===== src/rtl/i2cbs_pkg.sv =====
package i2cbs_pkg;

    // Configuration register indexes.
    localparam logic [1:0] CFG_TICKS_PER_US = 2'd0;
    localparam logic [1:0] CFG_ACK_TIMEOUT  = 2'd1;

    // Reset values of the configuration registers.
    localparam logic [9:0] TICKS_PER_US_RST = 10'd100;
    localparam logic [9:0] ACK_TIMEOUT_RST  = 10'd250;

    // Command codes carried in the mode field.
    localparam logic [2:0] MODE_START = 3'd0;
    localparam logic [2:0] MODE_STOP  = 3'd1;
    localparam logic [2:0] MODE_WRITE = 3'd2;
    localparam logic [2:0] MODE_WACK  = 3'd3;
    localparam logic [2:0] MODE_READ  = 3'd4;

    // Bits in one data byte.
    localparam logic [3:0] BYTE_BITS = 4'd8;

    // One tick of input.
    typedef struct packed {
        logic       cmd_valid;
        logic [2:0] mode;
        logic [7:0] tx_byte;
        logic       send_ack;
        logic       sda_in;
    } cmd_t;

    // One tick of result.
    typedef struct packed {
        logic       scl_level;
        logic       sda_level;
        logic       busy_res;
        logic       done_res;
        logic [7:0] rx_byte;
        logic       ack_failed;
    } res_t;

endpackage


===== src/rtl/i2cbs_core.sv =====
module i2cbs_core
    import i2cbs_pkg::*;
(
    input  logic       clk,
    input  logic       rst_n,
    input  logic       step,
    input  cmd_t       item,
    input  logic [9:0] ticks_per_us,
    input  logic [9:0] ack_timeout,
    output res_t       result
);

    // Sequencer phases.
    localparam logic [3:0] PH_IDLE    = 4'd0;
    localparam logic [3:0] PH_ST_A    = 4'd1;
    localparam logic [3:0] PH_ST_B    = 4'd2;
    localparam logic [3:0] PH_SP_A    = 4'd3;
    localparam logic [3:0] PH_SP_B    = 4'd4;
    localparam logic [3:0] PH_WR_SET  = 4'd5;
    localparam logic [3:0] PH_WR_HIGH = 4'd6;
    localparam logic [3:0] PH_WR_LOW  = 4'd7;
    localparam logic [3:0] PH_WA_A    = 4'd8;
    localparam logic [3:0] PH_WA_POLL = 4'd9;
    localparam logic [3:0] PH_RD_LOW  = 4'd10;
    localparam logic [3:0] PH_RD_HIGH = 4'd11;
    localparam logic [3:0] PH_AK_A    = 4'd12;
    localparam logic [3:0] PH_AK_B    = 4'd13;

    logic [3:0]  phase_reg,       phase_next;
    logic [3:0]  bit_index_reg,   bit_index_next;
    logic [11:0] delay_count_reg, delay_count_next;
    logic [7:0]  shift_reg_reg,   shift_reg_next;
    logic [9:0]  wait_count_reg,  wait_count_next;
    logic        scl_reg,         scl_next;
    logic        sda_reg,         sda_next;
    logic        fail_flag_reg,   fail_flag_next;
    logic        ack_choice_reg,  ack_choice_next;
    logic [7:0]  rx_hold_reg,     rx_hold_next;
    logic        done;

    logic [9:0]  tick_us;
    logic [11:0] hold1;
    logic [11:0] hold2;
    logic [11:0] hold4;
    logic [3:0]  bit_inc;

    // Hold lengths in ticks, minus the tick that sets the levels.
    assign tick_us = (ticks_per_us == 10'd0) ? 10'd1 : ticks_per_us;
    assign hold1   = {2'b00, tick_us} - 12'd1;
    assign hold2   = {1'b0, tick_us, 1'b0} - 12'd1;
    assign hold4   = {tick_us, 2'b00} - 12'd1;
    assign bit_inc = bit_index_reg + 4'd1;

    // Next state of the sequencer for one tick.
    always_comb
    begin
        phase_next       = phase_reg;
        bit_index_next   = bit_index_reg;
        delay_count_next = delay_count_reg;
        shift_reg_next   = shift_reg_reg;
        wait_count_next  = wait_count_reg;
        scl_next         = scl_reg;
        sda_next         = sda_reg;
        fail_flag_next   = fail_flag_reg;
        ack_choice_next  = ack_choice_reg;
        rx_hold_next     = rx_hold_reg;
        done             = 1'b0;

        priority if (phase_reg == PH_IDLE)
        begin
            if (item.cmd_valid && item.mode <= MODE_READ)
            begin
                bit_index_next = 4'd0;
                unique case (item.mode)
                    MODE_START:
                    begin
                        sda_next         = 1'b1;
                        scl_next         = 1'b1;
                        delay_count_next = hold4;
                        phase_next       = PH_ST_A;
                    end
                    MODE_STOP:
                    begin
                        scl_next         = 1'b0;
                        sda_next         = 1'b0;
                        delay_count_next = hold4;
                        phase_next       = PH_SP_A;
                    end
                    MODE_WRITE:
                    begin
                        scl_next         = 1'b0;
                        sda_next         = item.tx_byte[7];
                        shift_reg_next   = {item.tx_byte[6:0], 1'b0};
                        delay_count_next = hold2;
                        phase_next       = PH_WR_SET;
                    end
                    MODE_WACK:
                    begin
                        fail_flag_next   = 1'b0;
                        wait_count_next  = 10'd0;
                        sda_next         = 1'b1;
                        delay_count_next = hold1;
                        phase_next       = PH_WA_A;
                    end
                    default:
                    begin
                        ack_choice_next  = item.send_ack;
                        shift_reg_next   = 8'd0;
                        sda_next         = 1'b1;
                        scl_next         = 1'b0;
                        delay_count_next = hold2;
                        phase_next       = PH_RD_LOW;
                    end
                endcase
            end
        end
        else if (delay_count_reg != 12'd0)
        begin
            delay_count_next = delay_count_reg - 12'd1;
        end
        else
        begin
            unique case (phase_reg)
                PH_ST_A:
                begin
                    sda_next         = 1'b0;
                    delay_count_next = hold4;
                    phase_next       = PH_ST_B;
                end
                PH_ST_B:
                begin
                    scl_next   = 1'b0;
                    phase_next = PH_IDLE;
                    done       = 1'b1;
                end
                PH_SP_A:
                begin
                    scl_next         = 1'b1;
                    delay_count_next = hold4;
                    phase_next       = PH_SP_B;
                end
                PH_SP_B:
                begin
                    sda_next   = 1'b1;
                    phase_next = PH_IDLE;
                    done       = 1'b1;
                end
                PH_WR_SET:
                begin
                    scl_next         = 1'b1;
                    delay_count_next = hold2;
                    phase_next       = PH_WR_HIGH;
                end
                PH_WR_HIGH:
                begin
                    scl_next         = 1'b0;
                    delay_count_next = hold2;
                    phase_next       = PH_WR_LOW;
                end
                PH_WR_LOW:
                begin
                    bit_index_next = bit_inc;
                    if (bit_inc >= BYTE_BITS)
                    begin
                        phase_next = PH_IDLE;
                        done       = 1'b1;
                    end
                    else
                    begin
                        sda_next         = shift_reg_reg[7];
                        shift_reg_next   = {shift_reg_reg[6:0], 1'b0};
                        delay_count_next = hold2;
                        phase_next       = PH_WR_SET;
                    end
                end
                PH_WA_A:
                begin
                    scl_next         = 1'b1;
                    delay_count_next = hold1;
                    phase_next       = PH_WA_POLL;
                end
                PH_WA_POLL:
                begin
                    if (!item.sda_in)
                    begin
                        scl_next   = 1'b0;
                        phase_next = PH_IDLE;
                        done       = 1'b1;
                    end
                    else if (wait_count_reg >= ack_timeout)
                    begin
                        // Timed out: flag it and release the bus with a stop.
                        fail_flag_next   = 1'b1;
                        scl_next         = 1'b0;
                        sda_next         = 1'b0;
                        delay_count_next = hold4;
                        phase_next       = PH_SP_A;
                    end
                    else
                    begin
                        wait_count_next = wait_count_reg + 10'd1;
                    end
                end
                PH_RD_LOW:
                begin
                    scl_next         = 1'b1;
                    shift_reg_next   = {shift_reg_reg[6:0], item.sda_in};
                    delay_count_next = hold1;
                    phase_next       = PH_RD_HIGH;
                end
                PH_RD_HIGH:
                begin
                    bit_index_next   = bit_inc;
                    scl_next         = 1'b0;
                    delay_count_next = hold2;
                    if (bit_inc < BYTE_BITS)
                    begin
                        phase_next = PH_RD_LOW;
                    end
                    else
                    begin
                        rx_hold_next = shift_reg_reg;
                        sda_next     = ~ack_choice_reg;
                        phase_next   = PH_AK_A;
                    end
                end
                PH_AK_A:
                begin
                    scl_next         = 1'b1;
                    delay_count_next = hold2;
                    phase_next       = PH_AK_B;
                end
                PH_AK_B:
                begin
                    scl_next   = 1'b0;
                    phase_next = PH_IDLE;
                    done       = 1'b1;
                end
                default:
                begin
                    phase_next = PH_IDLE;
                end
            endcase
        end
    end

    // The result of this tick reflects the updated state.
    always_comb
    begin
        result.scl_level  = scl_next;
        result.sda_level  = sda_next;
        result.busy_res   = (phase_next != PH_IDLE);
        result.done_res   = done;
        result.rx_byte    = rx_hold_next;
        result.ack_failed = fail_flag_next;
    end

    // State registers advance only on an accepted tick.
    always_ff @(posedge clk or negedge rst_n)
    begin
        if (!rst_n)
        begin
            phase_reg       <= PH_IDLE;
            bit_index_reg   <= 4'd0;
            delay_count_reg <= 12'd0;
            shift_reg_reg   <= 8'd0;
            wait_count_reg  <= 10'd0;
            scl_reg         <= 1'b1;
            sda_reg         <= 1'b1;
            fail_flag_reg   <= 1'b0;
            ack_choice_reg  <= 1'b0;
            rx_hold_reg     <= 8'd0;
        end
        else if (step)
        begin
            phase_reg       <= phase_next;
            bit_index_reg   <= bit_index_next;
            delay_count_reg <= delay_count_next;
            shift_reg_reg   <= shift_reg_next;
            wait_count_reg  <= wait_count_next;
            scl_reg         <= scl_next;
            sda_reg         <= sda_next;
            fail_flag_reg   <= fail_flag_next;
            ack_choice_reg  <= ack_choice_next;
            rx_hold_reg     <= rx_hold_next;
        end
    end

endmodule


===== src/rtl/i2cbs_out_reg.sv =====
module i2cbs_out_reg
    import i2cbs_pkg::*;
(
    input  logic clk,
    input  logic rst_n,
    input  logic load,
    input  res_t load_data,
    output logic busy,
    input  logic out_stall,
    output logic out_valid,
    output res_t out_data
);

    logic valid_reg;
    res_t data_reg;

    // A new result may enter when the held one is gone or leaves now.
    assign busy      = valid_reg && out_stall;
    assign out_valid = valid_reg;
    assign out_data  = data_reg;

    // Valid flag of the result register.
    always_ff @(posedge clk or negedge rst_n)
    begin
        if (!rst_n)
        begin
            valid_reg <= 1'b0;
        end
        else if (load)
        begin
            valid_reg <= 1'b1;
        end
        else if (!out_stall)
        begin
            valid_reg <= 1'b0;
        end
    end

    // Result payload.
    always_ff @(posedge clk)
    begin
        if (load)
        begin
            data_reg <= load_data;
        end
    end

endmodule


===== src/rtl/i2c_master_bit_sequencer_top.sv =====
// Channel | Direction | Handshake            | Payload
// in      | request   | in_valid / in_stall  | in_data  (cmd_t, one bus tick)
// out     | result    | out_valid / out_stall| out_data (res_t, one per tick)
// cfg     | write     | cfg_we               | cfg_index, cfg_data
//
// One request is taken every cycle unless in_stall holds it off; its result appears in the output
// register on the next cycle.
// The rate is set by the combinational sequencer update feeding the result register.
// Reset is asynchronous and active low; the bus lines come out released.
// A stalled result holds; a request is taken alongside it only when it drains.
module i2c_master_bit_sequencer_top
    import i2cbs_pkg::*;
(
    input  logic       clk,
    input  logic       rst_n,
    input  logic       in_valid,
    output logic       in_stall,
    input  cmd_t       in_data,
    output logic       out_valid,
    input  logic       out_stall,
    output res_t       out_data,
    input  logic       cfg_we,
    input  logic [1:0] cfg_index,
    input  logic [9:0] cfg_data
);

    logic [9:0] ticks_per_us_reg;
    logic [9:0] ack_timeout_reg;
    logic       accept;
    logic       out_busy;
    res_t       step_res;

    // Configuration registers.
    always_ff @(posedge clk or negedge rst_n)
    begin
        if (!rst_n)
        begin
            ticks_per_us_reg <= TICKS_PER_US_RST;
            ack_timeout_reg  <= ACK_TIMEOUT_RST;
        end
        else if (cfg_we)
        begin
            if (cfg_index == CFG_TICKS_PER_US)
            begin
                ticks_per_us_reg <= cfg_data;
            end
            else if (cfg_index == CFG_ACK_TIMEOUT)
            begin
                ack_timeout_reg <= cfg_data;
            end
        end
    end

    // A request is taken whenever the result register can take its result.
    assign in_stall = out_busy;
    assign accept   = in_valid && !out_busy;

    i2cbs_core u_core (
        .clk          (clk),
        .rst_n        (rst_n),
        .step         (accept),
        .item         (in_data),
        .ticks_per_us (ticks_per_us_reg),
        .ack_timeout  (ack_timeout_reg),
        .result       (step_res)
    );

    i2cbs_out_reg u_out (
        .clk       (clk),
        .rst_n     (rst_n),
        .load      (accept),
        .load_data (step_res),
        .busy      (out_busy),
        .out_stall (out_stall),
        .out_valid (out_valid),
        .out_data  (out_data)
    );

endmodule


===== config.mk =====
export PLATFORM = sky130hd
export DESIGN_NAME = i2c_master_bit_sequencer_top
export DESIGN_NICKNAME = d
export VERILOG_FILES = /design/src/rtl/i2cbs_pkg.sv /design/src/rtl/i2cbs_core.sv /design/src/rtl/i2cbs_out_reg.sv /design/src/rtl/i2c_master_bit_sequencer_top.sv
export SDC_FILE = /design/constraint.sdc
export NUM_CORES = 1
export LEC_CHECK = 0
export BUFFER_PORTS_ARGS = -buffer_cell sky130_fd_sc_hd__buf_2
export CELL_PAD_IN_SITES_DETAIL_PLACEMENT = 0
export CELL_PAD_IN_SITES_GLOBAL_PLACEMENT = 2
export CORE_MARGIN = 2
export CORE_UTILIZATION = 25
export CTS_CLUSTER_SIZE = 8
export DETAILED_ROUTE_END_ITERATION = 6
export GPL_ROUTABILITY_DRIVEN = 0
export PLACE_DENSITY = 0.56
export SLEW_MARGIN = 20
export SYNTH_ARGS = -nofsm -noshare
export SYNTH_HDL_FRONTEND = slang
export SYNTH_HIERARCHICAL = 1
export SYNTH_SLANG_ARGS = --single-unit

===== constraint.sdc =====
create_clock -name clk -period 2.75 [get_ports clk]
set_input_delay 0.4125 -clock clk [delete_from_list [all_inputs] [get_ports clk]]
set_output_delay 0.4125 -clock clk [all_outputs]
set_load 0.1 [all_outputs]

== Word level (Yosys, flattened, before mapping) ==
Cells that the tools add are included.
W data, S select, Z words.
Storage, ports and cells
  bits in registers: 84
  bits of input ports: 31
  output and inout bits: 15
  word-level logic and storage cells: 159
Operators by class
  $add $sub $neg: 6
  magnitude comparators: 4
  equal/unequal tests: 27
  muxes and demuxes: 67
  bitwise logic cells: 3
  reductions and logical operators: 33
Operators with widths (count)
  $mux W10: 8
  $mux W12: 6
  $mux W8: 8
  $pmux W12 S5: 1
  $pmux W4 S10: 1
  $mux W4: 9
  $pmux W8 S2: 2
  $eq A4 B4 Y1 const B: 6
  $pmux W12 S2: 1
  $sub A12 B1 Y12 const B: 2
  $mux W1: 23
  $eq A4 B3 Y1 const B: 4
  $pmux W4 S4: 1
  $reduce_and A6 Y1: 2
  $reduce_bool A12 Y1: 1
  $reduce_or A4 Y1: 3
  $sub A11 B1 Y12 const B: 1
  $sub A10 B1 Y11 const B: 1
  $add A10 B1 Y10 const B: 1
  $ge A10 B10 Y1: 1
  $logic_not A10 Y1: 1
  $reduce_or A2 Y1: 5
  $eq A4 B2 Y1 const B: 2
  $ne A4 B2 Y1 const B: 2
  32 further kinds: 48

== Logic depth before layout (Yosys ltp) ==
Gate-level depths: netlist (run 1).
  depth in word-level cells: 8
  mapped depth: 12
  depth with buffers taken out: 11

== Cells and area by module ==
Netlist (run 1), hierarchy kept.
By module, submodules not included
  i2cbs_core: times used 1, cells an instance 528, area each 4325.4 sq um, sequential area each 1253.7 sq um
  i2c_master_bit_sequencer_top: times used 1, cells an instance 45, area each 823.3 sq um, sequential area each 511.7 sq um
  i2cbs_out_reg: times used 1, cells an instance 16, area each 429.2 sq um, sequential area each 415.4 sq um

== Worst setup path before layout (run 1) ==
OpenSTA, ideal clock, no wires.
  kind: reg2reg
  from: reg u_out.valid_reg, in the netlist u_out/out_valid
  to: reg u_core.wait_count_reg[3]
  setup time: 0.066 ns
  arrival: 3.605 ns
  path slack: -0.921 ns
  stages on the path, launching flop included: 9
  path buffers: 1
  period minus slack after synthesis: 3.671 ns
  cells stage by stage: dfrtp_1 -> and2_1 -> nor2b_1 -> clkbuf_1 -> inv_1 -> a21oi_4 -> o21ai_2 -> or4b_1 -> nand2_1
Between the ends
  cells in the longest elaborated chain, start to end: 4
RTL lines
  start: declaration: line i2cbs_out_reg.sv:14  | logic valid_reg;
  start signal: assignment: line i2cbs_out_reg.sv:27  | valid_reg <= 1'b0;
  start signal: assignment: line i2cbs_out_reg.sv:31  | valid_reg <= 1'b1;
  start signal: assignment: line i2cbs_out_reg.sv:35  | valid_reg <= 1'b0;
  $logic_and A1 B1 Y1: line i2cbs_out_reg.sv:18  | assign busy = valid_reg && out_stall;
  via in_stall: line i2c_master_bit_sequencer_top.sv:17  | output logic in_stall,
  $logic_not A1 Y1: line i2c_master_bit_sequencer_top.sv:56  | assign accept = in_valid && !out_busy;
  $logic_and A1 B1 Y1: line i2c_master_bit_sequencer_top.sv:56
  via accept: line i2c_master_bit_sequencer_top.sv:29  | logic accept;
  $reduce_and A7 Y1 (no line)
  end signal: assignment: line i2cbs_core.sv:280  | wait_count_reg <= wait_count_next;
  end: declaration: line i2cbs_core.sv:33  | logic [9:0] wait_count_reg, wait_count_next;
The timed path passes the listed nets, and every way through them passes these cells.
A chain may end at the register's enable or synchronous reset.

== Final worst setup path (run 1) ==
  from: reg ticks_per_us_reg[6]
  to: reg u_core.delay_count_reg[2]
Between the ends
  cells in the longest elaborated chain, start to end: 8
  elaborated cells between the ends (all ways): 13
  classes of those cells: 3 x add/sub; 9 x mux; 1 x reduce/logical
RTL lines
  start: declaration: line i2c_master_bit_sequencer_top.sv:27  | logic [9:0] ticks_per_us_reg;
  start signal: assignment: line i2c_master_bit_sequencer_top.sv:45  | ticks_per_us_reg <= cfg_data;
  $logic_not A10 Y1 (*): line i2cbs_core.sv:48  | assign tick_us = (ticks_per_us == 10'd0) ? 10'd1 : ticks_per_us;
  $mux W10 (*): line i2cbs_core.sv:48
  $sub A12 B1 Y12: line i2cbs_core.sv:51  | assign hold4 = {tick_us, 2'b00} - 12'd1;
  $mux W12: line i2cbs_core.sv:190  | else if (wait_count_reg >= ack_timeout)
  $mux W12: line i2cbs_core.sv:184  | if (!item.sda_in)
  $pmux W12 S5: line i2cbs_core.sv:123  | unique case (phase_reg)
  $mux W12: line i2cbs_core.sv:117  | else if (delay_count_reg != 12'd0)
  $mux W12 (*): line i2cbs_core.sv:69  | priority if (phase_reg == PH_IDLE)
  end signal: assignment: line i2cbs_core.sv:278  | delay_count_reg <= delay_count_next;
  end: declaration: line i2cbs_core.sv:31  | logic [11:0] delay_count_reg, delay_count_next;
Mark *: on every way between the ends. The rest lies on a longest branch, timed or not. The select of a mux whose other input is x is not followed.

==> results of run 1 <==
[metal layers]
metal	global-route usage [%]	vias up	share of wire (%)
met5	0	-	0
met4	4.76	0	1.5
met3	2.69	16	4.0
met2	25.2	105	48
met1	20.7	2395	46
li1	-	2344	-
[how the worst min path moves through the flow]
stage | slack, ns | depth (start not counted) | startpoint | end
2_1_floorplan | 0.12 | 0 | rst_n | ack_timeout_reg[0]$_DFFE_PN0P_
3_3_place_gp | 0.45 | 1 | rst_n | u_core/rx_hold_reg[2]$_DFFE_PN0P_
3_5_place_dp | 0.46 | 1 | rst_n | u_core/rx_hold_reg[2]$_DFFE_PN0P_
4_1_cts | 0.07 | 1 | rst_n | u_core/shift_reg_reg[4]$_DFFE_PN0P_
5_1_grt | 0.08 | 1 | rst_n | u_core/rx_hold_reg[3]$_DFFE_PN0P_
6_report | 0.05 | 1 | rst_n | u_core/rx_hold_reg[2]$_DFFE_PN0P_
[power groups by stage]
stage          clock, uW  sequential (uW)  combinational (uW)
2_1_floorplan          0             1690                1060
4_1_cts             1310             1650                1630
3_5_place_dp           0             1670                1600
5_1_grt             1360             1680                1850
6_report            1260             1650                1670
3_3_place_gp           0             1670                1600
[cells in the mapped netlist (all sizes together) (6+ instances only)]
library cell	n
nand2	61
nand4	7
mux2i	7
nor2	44
dfstp	11
xnor2	9
nand2b	10
a21oi	36
a211oi	7
o31ai	6
buf	17
dfrtp	60
mux2	41
o211ai	7
a221oi	6
nand3	10
clkbuf	21
edfxtp	13
xor2	7
nor3	12
ha	14
a22oi	9
o21ai	53
nor4	8
inv	24
o22ai	11
[through the flow]
| stage | TNS (ns) | hold slack [ns] | area, um2 | cells |
|---|---|---|---|---|
| 6_report | 0 | 0.0468 | 6870 | 951 |
| 2_1_floorplan | -0.00315 | 0.117 | 5640 | 589 |
| 4_1_cts | 0 | 0.0680 | 6760 | 949 |
| 3_3_place_gp | -0.00502 | 0.446 | 6430 | 932 |
| 5_1_grt | -0.468 | 0.0846 | 6870 | 951 |
| 3_5_place_dp | -0.198 | 0.460 | 6430 | 932 |
[final cells by class]
type	instances	area [um2]
tap	280	350
clock inverter	7	76.3
sequential	84	2180
timing repair buffer	104	688
multi-input combinational	443	3260
inverter	24	90.1
clock buffer	9	225
fill	2305	15000
[cells by family (layout without fill, tap and decap cells)]
logic type	count (synthesis)	count (layout)	share of synthesized area, %
AOI/OAI and AO/OA	185	185	22.1
and+or+nand+nor	180	180	17.7
DFF	84	84	39.1
buffers and inverters	62	144	5.25
muxes	48	48	10.2
xor gates and xnor gates	16	16	2.51
adders and majority gates	14	14	3.14
[layout by cell type, fill, tap and decap left out, types with 4 or more instances in the layout]
| cell type | n |
|---|---|
| dfrtp_1 | 59 |
| nand2_1 | 57 |
| buf_4 | 56 |
| buf_2 | 45 |
| o21ai_0 | 43 |
| nor2_1 | 42 |
| a21oi_1 | 33 |
| mux2_2 | 31 |
| inv_1 | 24 |
| ha_1 | 13 |
| edfxtp_1 | 13 |
| nor3_1 | 12 |
| dfstp_2 | 11 |
| mux2_4 | 10 |
| nand2b_1 | 10 |
| o22ai_1 | 10 |
| clkbuf_16 | 9 |
| nand3_1 | 9 |
| o21ai_1 | 9 |
| a22oi_1 | 8 |
| nand4_1 | 7 |
| xnor2_1 | 7 |
| mux2i_1 | 7 |
| o211ai_1 | 7 |
| o31ai_1 | 6 |
| nor4_4 | 5 |
| a31oi_1 | 5 |
| o31a_1 | 5 |
| or3_1 | 5 |
| xor2_1 | 4 |
| o21a_1 | 4 |
| a211oi_1 | 4 |
| o221ai_1 | 4 |
| a221oi_1 | 4 |
[what timing repair did]
action / CTS / global route
resized for setup: 3 / 24
pin swaps: 1 / 13
hold buffers: 0 / 0
setup endpoints to repair: 5 / 18
setup buffers: 1 / 2
[worst reg2reg max path: stages, from the launching register on]
cell and delay, ns:
dfstp_2 0.37, or4_4 0.57, nor4_4 0.25, nor2_2 0.07, ha_2 0.18, xor2_1 0.29
o22ai_1 0.11, a221oi_1 0.39, o31a_1 0.20, o22ai_1 0.07, o21ai_0 0.14
==> impl_metrics.csv, run 1 <==
group,metric,value,unit
yosys,synth_cell_types,82,
floorplan,design.portCount,46,
yosys,synthesis.yosys.warnings,6,
place,detailed_placer_s_ending_hpwl,13100,um
yosys,synth.top_cell.area_share,26.9,%
layout,largest_reg_flops,13,
clock_tree,cts_made_buffers,9,
sta,report.final.hold_viol_count,0,
worst_setup_path,timing.critical_path.to_type,"register",
pwr,clk_network_pwr_share,27.5,%
clock_tree,insertion_delay,0.36,ns
pwr,p_int,2800,uW
sta,rsz_0062_raised_after_global_routing,"true",
clock_tree,htree_num_levels,3,
sta,final.setup.worst_slack,0.0157,ns
worst_setup_path,critical_path_arrival,3.01,ns
global_route,grt_max_degree,30,
worst_setup_path,r2r_slack,0.02,ns
worst_setup_path,cp_cell_sequence,"or4_4 -> nor4_4 -> nor2_2 -> ha_2 -> xor2_1 -> o22ai_1 -> a221oi_1 -> o31a_1 -> o22ai_1 -> o21ai_0",
global_route,grt_first_pass_wirelength,28500,um
worst_setup_path,crit_path_frequent_cell,"o22ai_1",
worst_setup_path,cp-startpoint,"ticks_per_us_reg[6]$_DFFE_PN1P_",
pwr,post-layout-total-power,4570,uW
global_route,grt_overflow_total,0,
layout,postLayoutCoreUtil,31.4,%
pwr,worst_ir_drop_vdd,0.265,mV
drt,remaining_drc_errors,0,
yosys,synth_area_leaders,"dfrtp_1, edfxtp_1, mux2_2",
worst_setup_path,critical_path_peak_fanout,4,
sta,final_min_period_over_clock_period,99.4,%
layout,nNetsFinal,711,
worst_setup_path,rr_worst_depth,10,
sta,slew_violations,0,
worst_setup_path,worstSetupPathDepth,10,
pwr,pwr-share-seq,36.0,%
worst_setup_path,crit_slowest_cell,"or4_4",
clock_tree,tritoncts_num_sinks,84,
sta,final.setup_skew,0.0141,ns
yosys,ys_async_sr_fraction,84.5,%
worst_setup_path,critPathKind,"reg -> reg",
clock_tree,clk_pin_slew_worst_paths,0.07,ns
yosys,synth.cell_area,0.00558,mm2
drt,postRouteAntennaNets,0,
layout,antenna-diode-count,0,
worst_setup_path,rr_endpoint,"u_core/delay_count_reg[2]$_DFFE_PN0P_",
global_route,grt_antenna_before_repair,0,
drt,dr_vias_cell,5.11,
clock_tree,clock_tree.buffer_depth,2,
worst_setup_path,cell_family_with_most_cp_delay,"compound AO/OA/AOI/OAI gates",
pwr,powerDensity,666,mW/mm2
sta,final_setup_vio_count,0,
floorplan,std_cell_rows,54,
yosys,post_synth_inst_count,589,
floorplan,initial_utilization,25.5,%
drt,detailedRoute.firstIterationViolations,278,
floorplan,die_w,153,um
pwr,p_comb_share,36.4,%
global_route,globalRouteTotalUtil,15.4,%
run_status,status,"finished clean",
clock_tree,cts.root.buffer_cell,"clkbuf_16",
worst_setup_path,critPathCapture,"u_core/delay_count_reg[2]$_DFFE_PN0P_",
yosys,number_of_enable_type_register_cells_in_the_synthesized_netlist,13,
drt,wire_per_inst,18.2,um
sta,transition_time_at_the_pin_with_the_least_slew_margin,0.803,ns
yosys,synth_flop_cell,"dfrtp_1",
yosys,seq_area_frac_synth,39.1,%
global_route,via_count_of_the_first_global_routing_pass,5080,
pwr,p_leak,0.00288,uW
worst_setup_path,critPathRequiredTime,3.02,ns
worst_setup_path,r2r-start,"ticks_per_us_reg[6]$_DFFE_PN1P_",
hold_path,min_path_type,"in -> async",
worst_setup_path,critical_path.max_stage_delay,0.57,ns
yosys,postSynthRegisterBits,84,
sta,relSlewSlack,46.3,%
worst_setup_path,crit_buf_inv,0,
floorplan,coreArea,0.0219,mm2
worst_setup_path,start_kind,"register",
floorplan,chipHeight,153,um
pwr,sw_frac_of_total,38.7,%
floorplan,dieArea,0.0235,mm2
yosys,synth_top_area_cell,"dfrtp_1",
place,post-place-ws,-0.0598,ns
drt,route.final.wire_length,17300,um
yosys,postSynthAreaPerCell,9.47,um2
drt,detailedRoute.firstPassIterationCount,4,
place,port_buffers,45,
drt,vias,4860,
sta,maxClockFrequency,366,MHz
pwr,switchingPower,1770,uW
sta,timing.final.crit_period,2.73,ns
layout,area_growth_syn_to_layout,23.2,%
layout,post_route_cells_drive_above_1_share,32.5,%
clock_tree,tritoncts,"yes",
yosys,synth_nets,634,
flow_run,maxCapViolCount,0,
Note: power is estimated with default switching activity, not from simulation.
==> run 2: changes to the inputs <==
--- a/config.mk
+++ b/config.mk
@@ -9,11 +9,11 @@
 export CELL_PAD_IN_SITES_DETAIL_PLACEMENT = 0
 export CELL_PAD_IN_SITES_GLOBAL_PLACEMENT = 2
 export CORE_MARGIN = 2
-export CORE_UTILIZATION = 25
+export CORE_UTILIZATION = 35
 export CTS_CLUSTER_SIZE = 8
 export DETAILED_ROUTE_END_ITERATION = 6
 export GPL_ROUTABILITY_DRIVEN = 0
-export PLACE_DENSITY = 0.56
+export PLACE_DENSITY = 0.75
 export SLEW_MARGIN = 20
 export SYNTH_ARGS = -nofsm -noshare
 export SYNTH_HDL_FRONTEND = slang
==> impl_metrics.csv, run 2 (synthesized netlist as in run 1, its figures left out) <==
group,metric,value,unit
global_route,grt_overflow_total,0,
place,port_buffers,45,
clock_tree,cts.root.buffer_cell,"clkbuf_16",
worst_setup_path,crit_slowest_cell,"or4_4",
sta,report.final.hold_viol_count,0,
global_route,gr-max-usage-layer,"met2",
worst_setup_path,cp_cell_sequence,"or4_4 -> nor4_4 -> nor2_2 -> ha_2 -> nor3b_4 -> xor2_1 -> nor2_1 -> a31oi_1 -> o21ai_0 -> o21ai_0 -> mux2_2",
layout,highest_count_cells_in_the_layout_ignoring_fill_and_taps,"dfrtp_1, nand2_1, buf_4",
global_route,use_met2,31.4,%
hold_path,min_path_type,"in -> reg",
pwr,post-layout-total-power,4550,uW
sta,timing.final.crit_period,2.68,ns
global_route,grt_util_met3,2.71,%
drt,detailedRoute.firstIterationViolations,292,
pwr,worst_ir_drop_vdd,0.339,mV
worst_setup_path,crit_path_frequent_cell,"o21ai_0",
floorplan,die_w,130,um
drt,wire_per_inst,17.9,um
worst_setup_path,critPathRequiredTime,2.99,ns
worst_setup_path,worstSetupPathDepth,11,
worst_setup_path,rr_worst_depth,11,
layout,antenna-diode-count,0,
pwr,sw_frac_of_total,37.3,%
floorplan,std_cell_rows,46,
sta,final.setup_skew,0.00915,ns
floorplan,coreArea,0.0157,mm2
worst_setup_path,critical_path_peak_fanout,5,
worst_setup_path,r2r_slack,0.07,ns
worst_setup_path,critical_path.max_stage_delay,0.56,ns
clock_tree,insertion_delay,0.35,ns
layout,nNetsFinal,704,
pwr,clk_network_pwr_share,28.2,%
clock_tree,cts_made_buffers,9,
worst_setup_path,rr_endpoint,"u_core/delay_count_reg[5]$_DFFE_PN0P_",
drt,vias,4850,
worst_setup_path,critical_path_arrival,2.92,ns
global_route,globalRouteTotalUtil,19.4,%
pwr,p_int,2860,uW
drt,detailedRoute.firstPassIterationCount,5,
clock_tree,htree_num_levels,3,
clock_tree,tritoncts_num_sinks,84,
global_route,grt_max_degree,32,
worst_setup_path,critPathKind,"reg -> reg",
floorplan,chipHeight,130,um
clock_tree,clk_pin_slew_worst_paths,0.07,ns
global_route,grt_first_pass_wirelength,25300,um
run_status,status,"finished clean",
pwr,p_leak,0.00283,uW
clock_tree,clock_tree.buffer_depth,2,
place,detailed_placer_s_ending_hpwl,11700,um
place,post-place-ws,-0.0225,ns
floorplan,dieArea,0.0170,mm2
sta,final_setup_vio_count,0,
drt,route.final.wire_length,15800,um
worst_setup_path,cell_family_with_most_cp_delay,"simple AND/OR/NAND/NOR gates",
worst_setup_path,timing.critical_path.to_type,"register",
pwr,powerDensity,680,mW/mm2
layout,area_growth_syn_to_layout,20.0,%
worst_setup_path,start_kind,"register",
global_route,via_count_of_the_first_global_routing_pass,4651,
global_route,global_route_track_usage_on_met1,26.7,%
sta,final.setup.worst_slack,0.0716,ns
sta,slew_violations,0,
sta,relSlewSlack,47.6,%
flow_run,maxCapViolCount,0,
sta,maxClockFrequency,373,MHz
pwr,switchingPower,1700,uW
floorplan,initial_utilization,35.5,%
drt,postRouteAntennaNets,0,
layout,largest_reg_flops,13,
pwr,pwr-share-seq,36.0,%
clock_tree,tritoncts,"yes",
layout,post_route_cells_drive_above_1_share,30.1,%
drt,remaining_drc_errors,0,
layout,layout.cells.most_common,"dfrtp_1",
worst_setup_path,cp-startpoint,"ticks_per_us_reg[6]$_DFFE_PN1P_",
sta,transition_time_at_the_pin_with_the_least_slew_margin,0.782,ns
sta,rsz_0062_raised_after_global_routing,"true",
worst_setup_path,r2r-start,"ticks_per_us_reg[6]$_DFFE_PN1P_",
pwr,p_comb_share,35.8,%
sta,final_min_period_over_clock_period,97.4,%
floorplan,design.portCount,46,
global_route,grt_antenna_before_repair,0,
drt,dr_vias_cell,5.51,
worst_setup_path,critPathCapture,"u_core/delay_count_reg[5]$_DFFE_PN0P_",
worst_setup_path,crit_buf_inv,0,
run 2: cell types whose count changed in the layout (fill, tap and decap cells not counted), sizes merged:
| cell | before | now |
|---|---|---|
| buf | 104 | 96 |
| clkinv | 4 | 1 |
| clkinvlp | 0 | 2 |
| bufinv | 0 | 1 |
| dlygate4sd3 | 0 | 1 |
run 2: how the worst min path moves through the flow:
| stage | start | endpoint | slack [ns] | cells past startpoint |
|---|---|---|---|---|
| 2_1_floorplan | rst_n | ack_timeout_reg[0]$_DFFE_PN0P_ | 0.12 | 0 |
| 3_3_place_gp | rst_n | u_core/rx_hold_reg[4]$_DFFE_PN0P_ | 0.38 | 1 |
| 3_5_place_dp | rst_n | u_core/rx_hold_reg[4]$_DFFE_PN0P_ | 0.38 | 1 |
| 4_1_cts | out_stall | u_out/out_valid$_DFFE_PN0P_ | 0.26 | 2 |
| 5_1_grt | out_stall | u_out/out_valid$_DFFE_PN0P_ | 0.27 | 2 |
| 6_report | out_stall | u_out/out_valid$_DFFE_PN0P_ | 0.27 | 2 |
run 2: routing by layer:
metal,routed length [um],up-vias
li1,-,2329
met5,0,-
met1,7410,2365
met4,262,0
met3,775,19
met2,7340,137
run 2: repair_timing:
item                       4_1_cts  5_1_grt
hold endpoints to repair        14        0
setup buffers                    0        2
setup endpoints to repair        5       18
hold buffers                     1        0
pin swaps                        1        8
gates resized for setup          3        8
run 2: worst register-to-register path, cell delays in order (launching register included):
cell	delay (ns)
dfstp_2	0.37
or4_4	0.56
nor4_4	0.24
nor2_2	0.07
ha_2	0.19
nor3b_4	0.17
xor2_1	0.18
nor2_1	0.12
a31oi_1	0.04
o21ai_0	0.24
o21ai_0	0.13
mux2_2	0.27
run 2: layout make-up:
cell class / count / area [um2]
clock inverter: 7 / 82.6
clock buffer: 9 / 225
sequential: 84 / 2180
inverter: 24 / 90.1
timing repair buffer: 97 / 643
multi-input combinational: 443 / 3200
fill: 1560 / 9020
tap: 216 / 270
run 2: power groups by stage:
stage / Sequential (uW) / Combinational (uW) / Clock [uW]
4_1_cts: 1640 / 1600 / 1330
3_3_place_gp: 1650 / 1580 / 0
2_1_floorplan: 1690 / 1060 / 0
3_5_place_dp: 1660 / 1590 / 0
6_report: 1640 / 1630 / 1280
5_1_grt: 1670 / 1780 / 1390
run 2: stage by stage:
stage | utilization (%) | cells | hold WS, ns | area (um2) | TNS [ns]
2_1_floorplan | - | 589 | 0.117 | 5640 | -0.00315
3_3_place_gp | 40.2 | 861 | 0.375 | 6310 | 0
3_5_place_dp | 40.2 | 861 | 0.376 | 6310 | -0.0424
4_1_cts | 42.3 | 878 | 0.261 | 6650 | 0
5_1_grt | 42.6 | 880 | 0.274 | 6700 | -0.199
6_report | 42.6 | 880 | 0.270 | 6700 | 0
